### src/design/ttcw_pkg.sv
package ttcw_pkg;

  // Default geometry
  localparam int unsigned DefColumns = 80;
  localparam int unsigned DefRows    = 25;

  // Queue depths between the parts
  localparam int unsigned CmdDepth = 2;
  localparam int unsigned ResDepth = 2;

  // Fixed field widths
  localparam int unsigned OpW    = 2;
  localparam int unsigned ByteW  = 8;
  localparam int unsigned RowFW  = 5;
  localparam int unsigned ColFW  = 7;
  localparam int unsigned CellW  = 16;

  localparam logic [ByteW-1:0] NewlineChar = 8'd10;
  localparam logic [ByteW-1:0] SpaceChar   = 8'd32;
  localparam logic [ByteW-1:0] ResetAttr   = 8'h07;
  localparam logic [CellW-1:0] ResetCell   = {ResetAttr, SpaceChar};

  typedef enum logic [OpW-1:0] {
    OP_PUT   = 2'd0,
    OP_READ  = 2'd1,
    OP_CLEAR = 2'd2
  } opcode_e;

  typedef enum logic [2:0] {
    CMD_PUT,
    CMD_NEWLINE,
    CMD_READ,
    CMD_CLEAR,
    CMD_NOP
  } cmd_kind_e;

  typedef enum logic [1:0] {
    ST_IDLE,
    ST_READ,
    ST_COPY,
    ST_FILL
  } back_state_e;

  typedef struct packed {
    logic [OpW-1:0]   opcode;
    logic [ByteW-1:0] char_code;
    logic [ByteW-1:0] attribute;
    logic [RowFW-1:0] read_row;
    logic [ColFW-1:0] read_col;
  } ttcw_item_t;

  typedef struct packed {
    logic [CellW-1:0] cell_value;
    logic [RowFW-1:0] row_now;
    logic [ColFW-1:0] col_now;
    logic             scrolled;
  } ttcw_result_t;

  typedef struct packed {
    cmd_kind_e        kind;
    logic [ByteW-1:0] char_code;
    logic [ByteW-1:0] attribute;
    logic [RowFW-1:0] row;
    logic [ColFW-1:0] col;
  } ttcw_cmd_t;

  // Handshake between the back end and the two queues around it
  typedef struct packed {
    logic cmd_empty;
    logic res_full;
  } back_status_t;

  typedef struct packed {
    logic cmd_pop;
    logic res_push;
  } back_ctrl_t;

endpackage

### src/design/ttcw_fifo.sv
module ttcw_fifo import ttcw_pkg::*; #(
  parameter type         T     = logic,
  parameter int unsigned DEPTH = 2
) (
  input  logic clk_i,
  input  logic rst_ni,
  input  logic push_i,
  input  T     data_i,
  output logic full_o,
  input  logic pop_i,
  output T     data_o,
  output logic empty_o
);

  localparam int unsigned PW = (DEPTH > 1) ? $clog2(DEPTH) : 1;
  localparam int unsigned NW = $clog2(DEPTH + 1);

  T                mem_q [DEPTH];
  logic [PW-1:0]   wr_ptr_q, wr_ptr_d;
  logic [PW-1:0]   rd_ptr_q, rd_ptr_d;
  logic [NW-1:0]   cnt_q, cnt_d;
  logic            do_push, do_pop;

  assign full_o  = (cnt_q == NW'(DEPTH));
  assign empty_o = (cnt_q == '0);
  assign do_push = push_i && !full_o;
  assign do_pop  = pop_i && !empty_o;
  assign data_o  = mem_q[rd_ptr_q];

  always_comb begin
    wr_ptr_d = wr_ptr_q;
    rd_ptr_d = rd_ptr_q;
    cnt_d    = cnt_q;
    if (do_push) begin
      wr_ptr_d = (wr_ptr_q == PW'(DEPTH - 1)) ? '0 : wr_ptr_q + 1'b1;
    end
    if (do_pop) begin
      rd_ptr_d = (rd_ptr_q == PW'(DEPTH - 1)) ? '0 : rd_ptr_q + 1'b1;
    end
    if (do_push && !do_pop) begin
      cnt_d = cnt_q + 1'b1;
    end else if (do_pop && !do_push) begin
      cnt_d = cnt_q - 1'b1;
    end
  end

  always_ff @(posedge clk_i or negedge rst_ni) begin
    if (!rst_ni) begin
      wr_ptr_q <= '0;
      rd_ptr_q <= '0;
      cnt_q    <= '0;
    end else begin
      wr_ptr_q <= wr_ptr_d;
      rd_ptr_q <= rd_ptr_d;
      cnt_q    <= cnt_d;
    end
  end

  always_ff @(posedge clk_i) begin
    if (do_push) begin
      mem_q[wr_ptr_q] <= data_i;
    end
  end

endmodule

### config.mk
export PLATFORM = sky130hd
export DESIGN_NAME = ttcw_fifo
export DESIGN_NICKNAME = d
export VERILOG_FILES = /design/src/design/ttcw_pkg.sv /design/src/design/ttcw_fifo.sv
export SDC_FILE = /design/constraint.sdc
export NUM_CORES = 1
export LEC_CHECK = 0
export BUFFER_PORTS_ARGS = -buffer_cell sky130_fd_sc_hd__buf_2
export CORE_AREA = 10 10 47 49
export DETAILED_ROUTE_END_ITERATION = 10
export DIE_AREA = 0 0 57 59
export PLACE_DENSITY = 0.43
export SLEW_MARGIN = 25
export SYNTH_ARGS = -nofsm -noshare
export SYNTH_HDL_FRONTEND = slang
export SYNTH_SLANG_ARGS = --single-unit
export TNS_END_PERCENT = 100
### constraint.sdc
create_clock -name clk_i -period 1.8 [get_ports clk_i]
set_input_delay 0.54 -clock clk_i [delete_from_list [all_inputs] [get_ports clk_i]]
set_output_delay 0.54 -clock clk_i [all_outputs]
set_load 0.02 [all_outputs]
==> impl_metrics.json <==
{
  "drv_slew": 0,
  "cts_setup_buffers": 0,
  "clk_latency_ns": 0.24,
  "total_power_mw": 0.636,
  "fin_crit_ns": 1.64,
  "overflow": 0,
  "syn_area_per_cell_um2": 12.2,
  "cts.sinks": 6,
  "ys.flop_type": "dfrtp_1",
  "cts_made_buffers": 3,
  "fin_hold_ws_ns": 0.0943,
  "gp_congestion": 0.727,
  "cp-end-kind": "output port",
  "vias": 187,
  "reg2reg_depth": 7,
  "drtIter0Drc": 0,
  "cp-start-kind": "flop",
  "cts_tree": "built",
  "power.leakage_nw": 0.169,
  "path_buf_inv": 1,
  "fin_nets": 40,
  "fin_ws_ns": 0.157,
  "cpLargestDelayFamily": "flip-flops",
  "r2r-end": "cnt_q[1]$_DFFE_PN0P_",
  "tns_ns": 0,
  "synth_edf_count": 2,
  "slew-limit-headroom": 0.845,
  "yosysTopAreaCellShare": 0.374,
  "clock.fmax_ghz": 0.609,
  "worst-r2r-setup-slack_ns": 0.36,
  "synth_top_area_cell": "dfrtp_1",
  "critPathMaxFanout": 2,
  "worst_pin_slew_ns": 0.231,
  "yosysWarningCount": 0,
  "crit_chain": "mux2_2, buf_2",
  "antenna_found_initial": 0,
  "grt_usage": 0.0403,
  "max_stage_delay_ns": 0.37,
  "root_buffer": "clkbuf_4",
  "multi_input_area_um2": 100,
  "rsz0062_at_grt": "false",
  "wl_um": 536,
  "path_clk_slew_ns": 0.05,
  "r2r-start": "cnt_q[0]$_DFFE_PN0P_",
  "ys_ff_latch": 6,
  "cp_slowest_cell": "dfrtp_1",
  "yosysSeqAreaShare": 0.598,
  "coreArea_mm2": 0.00140,
  "synth_cell_types": 12,
  "die-area_mm2": 0.00336,
  "cts-htree-levels": 1,
  "start_util": 0.191,
  "finalHoldViolations": 0,
  "grt_max_degree": 6,
  "async_reset_ff_frac": 0.667,
  "cts_buffer_depth": 2,
  "fin_crit_sh": 0.913,
  "place_hpwl_um": 429,
  "power_density_mw_per_mm2": 1840,
  "finalSetupViolCount": 0,
  "firstDrtPassIters": 1,
  "final_antenna_net_count": 0,
  "cp.required_ns": 1.26,
  "syn_inst": 22,
  "grt_pass1_wl_um": 945,
  "antenna_cells": 0,
  "port-buffer-count": 7,
  "yosysMostFrequentCell": "dfrtp_1",
  "viasPerCell": 3.90,
  "synthTopCellsByArea": "dfrtp_1, edfxtp_1, xnor2_1, xor2_1, ha_1",
  "synth_nets": 28,
  "maxCapViolCount": 0,
  "clock_skew_ns": 0.000758,
  "grt_pass1_vias": 208,
  "worstHoldPathType": "input port to asynchronous set/reset pin",
  "run_status": "completed",
  "route.detailed.drc": 0,
  "path_class": "flop to output port",
  "rows": 14,
  "synth_area_um2": 268,
  "crit_arrival_ns": 1.10,
  "cts_hold_buf": 0,
  "ir_worst_vdd_v": 0.000576,
  "ioPinCount": 8,
  "wl_per_cell_um": 11.2,
  "num-fill-cells": 170,
  "die_w_um": 57,
  "syn_to_final_growth_pct": 29.0,
  "place_ws_ns": 0.337,
  "cts_resized": 0,
  "layout-drive-gt1-share": 0.344,
  "regArea_um2": 160,
  "die_h_um": 59,
  "synth_top_cells_by_count": "dfrtp_1, nor2_1, xnor2_1"
}
==> through the flow <==
stage | utilization | cell area [um^2] | cells
finish | 0.246 | 345 | 48
global route | 0.246 | 345 | 48
CTS | 0.246 | 345 | 48
detailed placement | 0.230 | 323 | 45
global placement | 0.230 | 323 | 45
floorplan | - | 268 | 22
==> sequential cells by signal, indices dropped and copies added (netlist names) <==
signal,count
mem_q,2
cnt_q,2
wr_ptr_q,1
rd_ptr_q,1
==> metal layers <==
| metal | vias up | track usage | wire, um |
|---|---|---|---|
| li1 | 92 | - | - |
| met1 | 85 | 0.0431 | 262 |
| met2 | 8 | 0.0481 | 215 |
| met3 | 2 | 0.0300 | 49 |
| met4 | 0 | 0.0403 | 10 |
| met5 | - | 0 | 0 |
==> how the worst max path moves through the flow <==
stage	endpoint	startpoint	slack, ns	cells after the start
after detailed placement	cnt_q[1]$_DFFE_PN0P_	push_i	0.34	6
after global placement	cnt_q[1]$_DFFE_PN0P_	push_i	0.35	7
after CTS	data_o	rd_ptr_q$_DFFE_PN0P_	0.14	2
after floorplan	cnt_q[1]$_DFFE_PN0P_	cnt_q[0]$_DFFE_PN0P_	0.44	6
final	data_o	rd_ptr_q$_DFFE_PN0P_	0.16	2
after global routing	data_o	rd_ptr_q$_DFFE_PN0P_	0.10	2
==> worst reg2reg max path, delay by kind of cell (launching register included) <==
family / cells / cell delay [ns]
XOR/XNOR: 2 / 0.29
adder cells (fa/ha/maj): 1 / 0.18
buffers and inverters: 1 / 0.05
flip-flops: 1 / 0.42
AND/OR/NAND/NOR: 3 / 0.42
==> cells in the final DEF (no fill, tap or decap) <==
master / synthesis / final
xor2_1: 2 / 2
dfrtp_1: 4 / 4
mux2_2: 1 / 1
buf_2: 0 / 7
edfxtp_1: 2 / 2
clkbuf_4: 0 / 3
o21ai_1: 1 / 1
and3_1: 1 / 1
xnor2_1: 3 / 3
nand2b_1: 1 / 1
ha_1: 1 / 1
inv_1: 2 / 2
nor2_1: 3 / 3
nand2_1: 1 / 1
==> where the power goes <==
group | switching (mW) | internal (mW)
Clock | 0.0504 | 0.0755
Combinational | 0.130 | 0.120
Sequential | 0.0544 | 0.205
==> layout make-up <==
| cell class | count | share of cell area |
|---|---|---|
| flip-flops and latches | 6 | 0.464 |
| multi-input cells | 14 | 0.290 |
| repair buffers | 7 | 0.101 |
| clock buffers | 3 | 0.0652 |
| well taps | 16 | 0.0580 |
| inverters | 2 | 0.0217 |
==> logic make-up after synthesis <==
logic type | synth area share
buffers and inverters | 0.0280
AND/OR/NAND/NOR | 0.103
flip-flops | 0.598
AO/OA/AOI/OAI | 0.0187
multiplexers | 0.0421
XOR/XNOR | 0.164
adder cells (fa/ha/maj) | 0.0467
No activity file was read; power rests on OpenSTA's default activity.
